## config.mk

```make
export PLATFORM = sky130hd
export DESIGN_NAME = bce_ctrl
export DESIGN_NICKNAME = d
export VERILOG_FILES = /design/src/rtl/bce_pkg.sv /design/src/rtl/bce_ctrl.sv
export SDC_FILE = /design/constraint.sdc
export NUM_CORES = 1
export LEC_CHECK = 0
export ABC_AREA = 0
export ABC_CLOCK_PERIOD_IN_PS = 3800
export BUFFER_PORTS_ARGS = -buffer_cell sky130_fd_sc_hd__buf_2
export CAP_MARGIN = 20
export CORE_UTILIZATION = 50
export DETAILED_ROUTE_END_ITERATION = 8
export PLACE_DENSITY = 0.72
export SYNTH_ARGS = -nofsm -noshare
export SYNTH_HDL_FRONTEND = slang
export SYNTH_SLANG_ARGS = --single-unit
export TNS_END_PERCENT = 20
```

## constraint.sdc

```tcl
create_clock -name clk -period 3.8 [get_ports clk]
set_clock_uncertainty 0.1 [all_clocks]
set_input_delay 0.57 -clock clk [delete_from_list [all_inputs] [get_ports clk]]
set_output_delay 0.57 -clock clk [all_outputs]
set_load 0.05 [all_outputs]
```

## src/rtl/bce_pkg.sv

```systemverilog
// Shared types and constants for the battery charge estimator.
// No dependencies; used by every module of the block.
package bce_pkg;

  localparam int MAX_CURVES = 8;
  localparam int MAX_COEFFS = 8;
  localparam int CURVE_W    = $clog2(MAX_CURVES);
  localparam int COEFF_W    = $clog2(MAX_COEFFS);
  localparam int CNT_W      = $clog2(MAX_COEFFS + 1);
  localparam int NCURVE_W   = $clog2(MAX_CURVES + 1);

  // divider: 24-bit dividend, 16-bit divisor, one quotient bit per cycle
  localparam int DVD_W     = 24;
  localparam int DVS_W     = 16;
  localparam int DIV_CNT_W = $clog2(DVD_W);

  // table word codes of a load transfer
  localparam logic [3:0] WORD_TEMP   = 4'd0;
  localparam logic [3:0] WORD_MINV   = 4'd1;
  localparam logic [3:0] WORD_STEP   = 4'd2;
  localparam logic [3:0] WORD_MAXX   = 4'd3;
  localparam logic [3:0] WORD_COUNT  = 4'd4;
  localparam logic [3:0] WORD_SCALER = 4'd5;
  localparam logic [3:0] WORD_COEF0  = 4'd6;

  localparam logic [6:0] PCT_FULL = 7'd100;

  typedef enum logic [3:0] {
    OP_NONE,
    OP_LOAD,
    OP_CAPTURE,
    OP_SEARCH,
    OP_XSTART,
    OP_XCHECK,
    OP_READ,
    OP_MULLO,
    OP_MULHI,
    OP_SCALE1,
    OP_SCALE2,
    OP_SCALE3,
    OP_INTERP,
    OP_IDIVSTART,
    OP_FINISH,
    OP_OUTPUT
  } op_t;

  typedef struct packed {
    logic search_more;
    logic x_nonpos;
    logic x_skip;
    logic cnt_zero;
    logic k_one;
    logic side;
    logic div_done;
    logic span_zero;
  } stat_t;

endpackage

```

## src/rtl/bce_ctrl.sv

```systemverilog
// Controller state machine: sequences search, per-curve evaluation and
// interpolation, and owns both handshakes. Depends on bce_pkg.
module bce_ctrl (
  input  logic           clk,
  input  logic           rst,
  input  logic           in_valid,
  output logic           in_stall,
  input  logic           action,
  output logic           out_valid,
  input  logic           out_stall,
  input  bce_pkg::stat_t stat,
  output bce_pkg::op_t   op
);

  typedef enum logic [14:0] {
    S_IDLE   = 15'h0001,
    S_SEARCH = 15'h0002,
    S_CX     = 15'h0004,
    S_XDIV   = 15'h0008,
    S_XCHK   = 15'h0010,
    S_HRD    = 15'h0020,
    S_HLO    = 15'h0040,
    S_HHI    = 15'h0080,
    S_SC1    = 15'h0100,
    S_SC2    = 15'h0200,
    S_SC3    = 15'h0400,
    S_INTERP = 15'h0800,
    S_IDS    = 15'h1000,
    S_IDIV   = 15'h2000,
    S_DONE   = 15'h4000
  } state_t;

  state_t state;
  state_t state_next;
  logic   fin;
  logic   fin_next;
  logic   out_load;
  state_t after_curve;

  assign in_stall    = (state != S_IDLE);
  assign after_curve = stat.side ? S_INTERP : S_CX;
  assign out_load    = (state == S_DONE) && !fin && (!out_valid || !out_stall);

  always_comb begin
    state_next = state;
    fin_next   = 1'b0;
    op         = bce_pkg::OP_NONE;
    unique case (state)
      S_IDLE: begin
        if (in_valid) begin
          if (action) begin
            op         = bce_pkg::OP_CAPTURE;
            state_next = S_SEARCH;
          end else begin
            op = bce_pkg::OP_LOAD;
          end
        end
      end
      S_SEARCH: begin
        op = bce_pkg::OP_SEARCH;
        if (!stat.search_more) begin
          state_next = S_CX;
        end
      end
      S_CX: begin
        op         = bce_pkg::OP_XSTART;
        state_next = stat.x_nonpos ? after_curve : S_XDIV;
      end
      S_XDIV: begin
        if (stat.div_done) begin
          state_next = S_XCHK;
        end
      end
      S_XCHK: begin
        op = bce_pkg::OP_XCHECK;
        if (stat.x_skip) begin
          state_next = after_curve;
        end else begin
          state_next = stat.cnt_zero ? S_SC1 : S_HRD;
        end
      end
      S_HRD: begin
        op         = bce_pkg::OP_READ;
        state_next = S_HLO;
      end
      S_HLO: begin
        op         = bce_pkg::OP_MULLO;
        state_next = S_HHI;
      end
      S_HHI: begin
        op         = bce_pkg::OP_MULHI;
        state_next = stat.k_one ? S_SC1 : S_HRD;
      end
      S_SC1: begin
        op         = bce_pkg::OP_SCALE1;
        state_next = S_SC2;
      end
      S_SC2: begin
        op         = bce_pkg::OP_SCALE2;
        state_next = S_SC3;
      end
      S_SC3: begin
        op         = bce_pkg::OP_SCALE3;
        state_next = after_curve;
      end
      S_INTERP: begin
        op = bce_pkg::OP_INTERP;
        if (stat.span_zero) begin
          state_next = S_DONE;
          fin_next   = 1'b1;
        end else begin
          state_next = S_IDS;
        end
      end
      S_IDS: begin
        op         = bce_pkg::OP_IDIVSTART;
        state_next = S_IDIV;
      end
      S_IDIV: begin
        if (stat.div_done) begin
          state_next = S_DONE;
          fin_next   = 1'b1;
        end
      end
      S_DONE: begin
        // first cycle here computes the result, later cycles wait for the
        // output register
        if (fin) begin
          op = bce_pkg::OP_FINISH;
        end else if (out_load) begin
          op         = bce_pkg::OP_OUTPUT;
          state_next = S_IDLE;
        end
      end
      default: begin
        state_next = S_IDLE;
      end
    endcase
  end

  always_ff @(posedge clk) begin
    if (rst) begin
      state     <= S_IDLE;
      fin       <= 1'b0;
      out_valid <= 1'b0;
    end else begin
      state <= state_next;
      fin   <= fin_next;
      if (out_load) begin
        out_valid <= 1'b1;
      end else if (!out_stall) begin
        out_valid <= 1'b0;
      end
    end
  end

endmodule

```

==> flow_summary.ini, run 1 <==
[global_routing]
grt_max_degree = 14
grt_use_total = 0.249
grt_antenna_before_repair = 0
grt_pass1_vias = 1077
gr-total-overflow = 0
grt_pass1_wl_mm = 4.91

[cells_and_area]
post-route-util = 0.587
finalNetCount = 175
fin_area_mm2 = 0.00134
diodes = 0
drive_gt1_frac = 0.242
area_delta_synth_final_pct = 7.55
fillers = 218

[timing]
setup_viol = 0
timing.hold.ws_ns = 0.343
finalCritPeriodShare = 0.840
rsz0062_at_grt = false
drv_slew = 0
relSlewSlack = 0.620
tightest_slew_ns = 0.567
finalHoldViolCount = 0
fin_crit_ns = 3.19
max_freq_mhz = 313
setup-tns-final_ns = 0

[synth]
netlist.area_leader.share = 0.274
yosysWarnings = 0
yosysTopAreaCell = dfxtp_1
synth_area_mm2 = 0.00124
synth.area.top_cells = dfxtp_1 27%, nor4_4 8.6%, a21oi_1 4.0%
synth.avg_cell_area_um2 = 8.39
syn_nets = 161
netlist_instances = 148
synth_cell_types = 48
synth_seq_cells = 17
ys_seq_area_frac = 0.274

[clocking]
numClockSinks = 17
clockBufferDepth = 2
root_buffer = clkbuf_4
ctsHoldBuffers = 0
cts_max_level = 1
post_cts_buffers = 0
cts_buffers = 3
tritoncts = yes
insertion_delay_ns = 0.31
clk_pin_slew_ns = 0.10
cts-resized-gates = 0

[drt]
drc = 0
wl_per_cell_um = 15.7
routed_via_density = 6.21
drtAntennaViolNets = 0
wirelength_mm = 2.96
firstDrtPassIters = 4
drt_iter0_drc = 25
vias = 1174

[critical_path]
slowest_stage = nor4_4
worst_ep_arrival_time_ns = 2.52
max_stage_delay_ns = 0.55
crit_chain = nor4_4, nand4_1, or3b_4, o311ai_1, buf_2
worstPathRequired_ns = 3.13
cp-end-kind = output port
worstSetupStartpointType = register
crit_fanout = 9
worstSetupPathType = reg2out
r2r-start = state[8]
critPathLaunch = state[8]

[worst_hold_path]
hold_start = stat[0]
hp-class = in2reg

[power_and_ir_drop]
finalPower_mw = 0.380
p_per_area_mw_per_mm2 = 284
max-vdd-ir-drop_v = 0.000184
leakagePower_nw = 0.514

[die]
io_pins = 19
die_w_um = 51.9
die-area_mm2 = 0.00269
start_util = 0.546
die_h_um = 51.9
core_area_mm2 = 0.00228
rows = 17

[placed_design]
port_buffers = 18
placed_area_mm2 = 0.00131
gp_congestion = 0.851
dp_hpwl_mm = 2.29

[run_status]
status = finished, final reports clean

[run]
cap_violations = 0
[cells in the final DEF (no fill, tap or decap), drive strengths merged, types with 2 or more instances in the layout]
cell type / n
nor4b: 4
nor2b: 3
a22oi: 2
nand2: 13
or4: 4
o211ai: 2
dfxtp: 17
buf: 18
o21a: 2
o21ai: 3
clkbuf: 3
nor4: 9
nand4: 5
and3: 3
a31oi: 2
a211oi: 3
nor3: 8
nand3: 5
nor3b: 3
or3: 4
xor2: 2
xnor2: 3
a21oi: 10
inv: 5
nor2: 14
[power breakdown]
part	switching [mW]	leakage, nW	internal [mW]	total (mW)
registers	0.00683	0.137	0.181	0.188
logic	0.0552	0.359	0.0336	0.0888
clock network	0.0640	0.0177	0.0394	0.103
[Yosys cell counts, drive strengths merged]
| cell type | number |
|---|---|
| a211o | 1 |
| a211oi | 3 |
| a21boi | 1 |
| a21oi | 10 |
| a22oi | 2 |
| a31oi | 2 |
| a32oi | 1 |
| and2b | 1 |
| and3 | 3 |
| buf | 6 |
| clkbuf | 3 |
| dfxtp | 17 |
| inv | 5 |
| nand2 | 13 |
| nand2b | 1 |
| nand3 | 5 |
| nand4 | 5 |
| nor2 | 14 |
| nor2b | 3 |
| nor3 | 8 |
| nor3b | 3 |
| nor4 | 9 |
| nor4b | 4 |
| o211ai | 2 |
| o21a | 2 |
| o21ai | 3 |
| o22ai | 1 |
| o311ai | 1 |
| o32a | 1 |
| o32ai | 1 |
| or2 | 1 |
| or2b | 1 |
| or3 | 4 |
| or3b | 1 |
| or4 | 4 |
| or4b | 1 |
| xnor2 | 3 |
| xor2 | 2 |
[sequential cells by signal (all words and copies together), names as in the netlist]
name       count
out_valid      1
state         15
fin            1
[per-layer routing]
| metal | share of wire | GRT usage |
|---|---|---|
| met1 | 0.48 | 0.330 |
| met2 | 0.46 | 0.393 |
| met3 | 0.041 | 0.0526 |
| met4 | 0.019 | 0.0901 |
| met5 | 0 | 0 |
[worst paths after layout]
| kind | endpoint | slack (ns) | depth (start not counted) |
|---|---|---|---|
| worst max-delay path | op[0] | 0.61 | 5 |
| worst max register to register | state[0] | 1.54 | 5 |
| worst min register to register | state[7] | 0.48 | 2 |
| worst min-delay path | state[12] | 0.34 | 2 |
[layout make-up]
type	count	area, um2	share of cell area
Tap cell	28	35.0	0.0262
Clock buffer	3	22.5	0.0169
Clock inverter	1	5.00	0.00375
Inverter	5	18.8	0.0140
Sequential cell	17	340	0.255
Multi-Input combinational cell	117	825	0.617
Timing Repair Buffer	18	90.1	0.0674
[cells by family after synthesis]
kind of cell	after synthesis	synth area share
xor+xnor	5	0.0353
buf+inv	14	0.0624
simple gates	81	0.446
compound gates	31	0.182
flops	17	0.274
[worst max-delay path: cells and delay by family (launching register included)]
family	cells	cell delay (ns)
AOI/OAI and AO/OA	1	0.22
DFF	1	0.44
and+or+nand+nor	3	1.24
buffers and inverters	1	0.30
[metrics by stage]
step           instances  worst slack [ns]
6_report             189             0.609
5_1_grt              189             0.405
4_1_cts              189             0.588
3_5_place_dp         185             0.960
3_3_place_gp         185              1.01
2_1_floorplan        148             0.314
Note: power is estimated with default switching activity, not from simulation.
==> run 2, diff against run 1 <==
--- a/config.mk
+++ b/config.mk
@@ -6,7 +6,7 @@
 export NUM_CORES = 1
 export LEC_CHECK = 0
 export ABC_AREA = 0
-export ABC_CLOCK_PERIOD_IN_PS = 3800
+export ABC_CLOCK_PERIOD_IN_PS = 3350
 export BUFFER_PORTS_ARGS = -buffer_cell sky130_fd_sc_hd__buf_2
 export CAP_MARGIN = 20
 export CORE_UTILIZATION = 50
==> constraint.sdc (replaced) <==
create_clock -name clk -period 3.35 [get_ports clk]
set_clock_uncertainty 0.1 [all_clocks]
set_input_delay 0.5025 -clock clk [delete_from_list [all_inputs] [get_ports clk]]
set_output_delay 0.5025 -clock clk [all_outputs]
set_load 0.05 [all_outputs]
==> flow_summary.ini, run 2 (synthesis results as in run 1) <==
[clocking]
cts_buffers = 3
root_buffer = clkbuf_4
clockBufferDepth = 2
cts_max_level = 1
cts-resized-gates = 0
tritoncts = yes
ctsHoldBuffers = 0
post_cts_buffers = 0
clk_pin_slew_ns = 0.11
numClockSinks = 17
insertion_delay_ns = 0.30

[cells_and_area]
area_delta_synth_final_pct = 8.76
fillers = 221
finalNetCount = 176
reg.largest.list = state x15, fin x1, out_valid x1
post-route-util = 0.594
diodes = 0
largest_register_ffs = 15
seqCellArea_um2 = 340
multi_input_area_um2 = 832
drive_gt1_frac = 0.253
final_cell_mix = 18 x buf_2, 17 x dfxtp_1, 13 x nor2_1, 13 x nand2_1, 10 x a21oi_1
layout_commonest_cell = buf_2
top_register = state

[die]
die_w_um = 51.9
core_area_mm2 = 0.00228
start_util = 0.546
io_pins = 19
rows = 17
die-area_mm2 = 0.00269
die_h_um = 51.9

[critical_path]
r2r_slack_ns = 1.16
worstPathRequired_ns = 2.75
worst_ep_arrival_time_ns = 2.49
worstSetupStartpointType = register
crit_fanout = 9
worstSetupPathType = reg2out
cp-end-kind = output port

[drt]
firstDrtPassIters = 4
drtAntennaViolNets = 0
wl_per_cell_um = 15.7
wirelength_mm = 2.98
drt_iter0_drc = 33
vias = 1163
routed_via_density = 6.12
drc = 0

[timing]
setup-tns-final_ns = 0
relSlewSlack = 0.675
fin_crit_ns = 3.09
drv_slew = 0
rsz0062_at_grt = false
max_freq_mhz = 323
setup_viol = 0
tightest_slew_ns = 0.484
finalHoldViolCount = 0
finalCritPeriodShare = 0.924

[placed_design]
gp_congestion = 0.868
dp_hpwl_mm = 2.32
port_buffers = 18

[worst_hold_path]
hp-class = in2reg

[power_and_ir_drop]
p_per_area_mw_per_mm2 = 319
leakagePower_nw = 0.520
max-vdd-ir-drop_v = 0.000216

[global_routing]
gr-total-overflow = 0
grt_use_total = 0.247
grt_pass1_wl_mm = 4.84
grt_antenna_before_repair = 0
grt_pass1_vias = 1038
grt_max_degree = 14

[run]
cap_violations = 0

[run_status]
status = finished, final reports clean
run 2: cell types whose count changed in the layout (fill, tap and decap cells not counted), sizes merged:
cell,before,now
buf,18,19
run 2: cell type report:
| class | count | area share |
|---|---|---|
| Clock buffer | 3 | 0.0167 |
| Tap cell | 28 | 0.0259 |
| Multi-Input combinational cell | 117 | 0.616 |
| Timing Repair Buffer | 19 | 0.0722 |
| Clock inverter | 1 | 0.00370 |
| Inverter | 5 | 0.0139 |
| Sequential cell | 17 | 0.252 |
run 2: final timing paths:
path,start,end,cells past startpoint
max reg2reg,state[8],state[0],5
min reg2reg,state[13],state[13],2
max,state[8],op[1],6
min,stat[0],state[12],2
run 2: stage by stage:
stage	instance area [um2]	power (mW)	instances	worst slack [ns]	hold WS, ns
floorplan	1250	0.293	148	0.350	0.408
global placement	1320	0.318	186	0.645	0.432
detailed placement	1320	0.320	186	0.587	0.446
CTS	1350	0.433	190	0.241	0.278
global route	1350	0.450	190	0.0967	0.283
finish	1350	0.431	190	0.256	0.278
run 2: metal layers:
metal	vias to the layer above	track usage	part of all wire
li1	586	-	-
met3	5	0.0292	0.056
met4	0	0.0901	0.013
met5	-	0	0
met1	533	0.325	0.46
met2	39	0.408	0.47
run 2: where the power goes:
group / switching [mW] / leakage, nW / internal [mW]
logic: 0.0644 / 0.365 / 0.0388
registers: 0.00741 / 0.137 / 0.205
clock network: 0.0703 / 0.0177 / 0.0445
total: 0.142 / 0.520 / 0.289
run 2: critical path, stage by stage, from the launching register on:
cell and delay [ns]:
dfxtp_1 0.43, nor4_4 0.54, nand4_1 0.35, a31oi_1 0.36
nor2_1 0.11, o211ai_1 0.11, buf_2 0.29
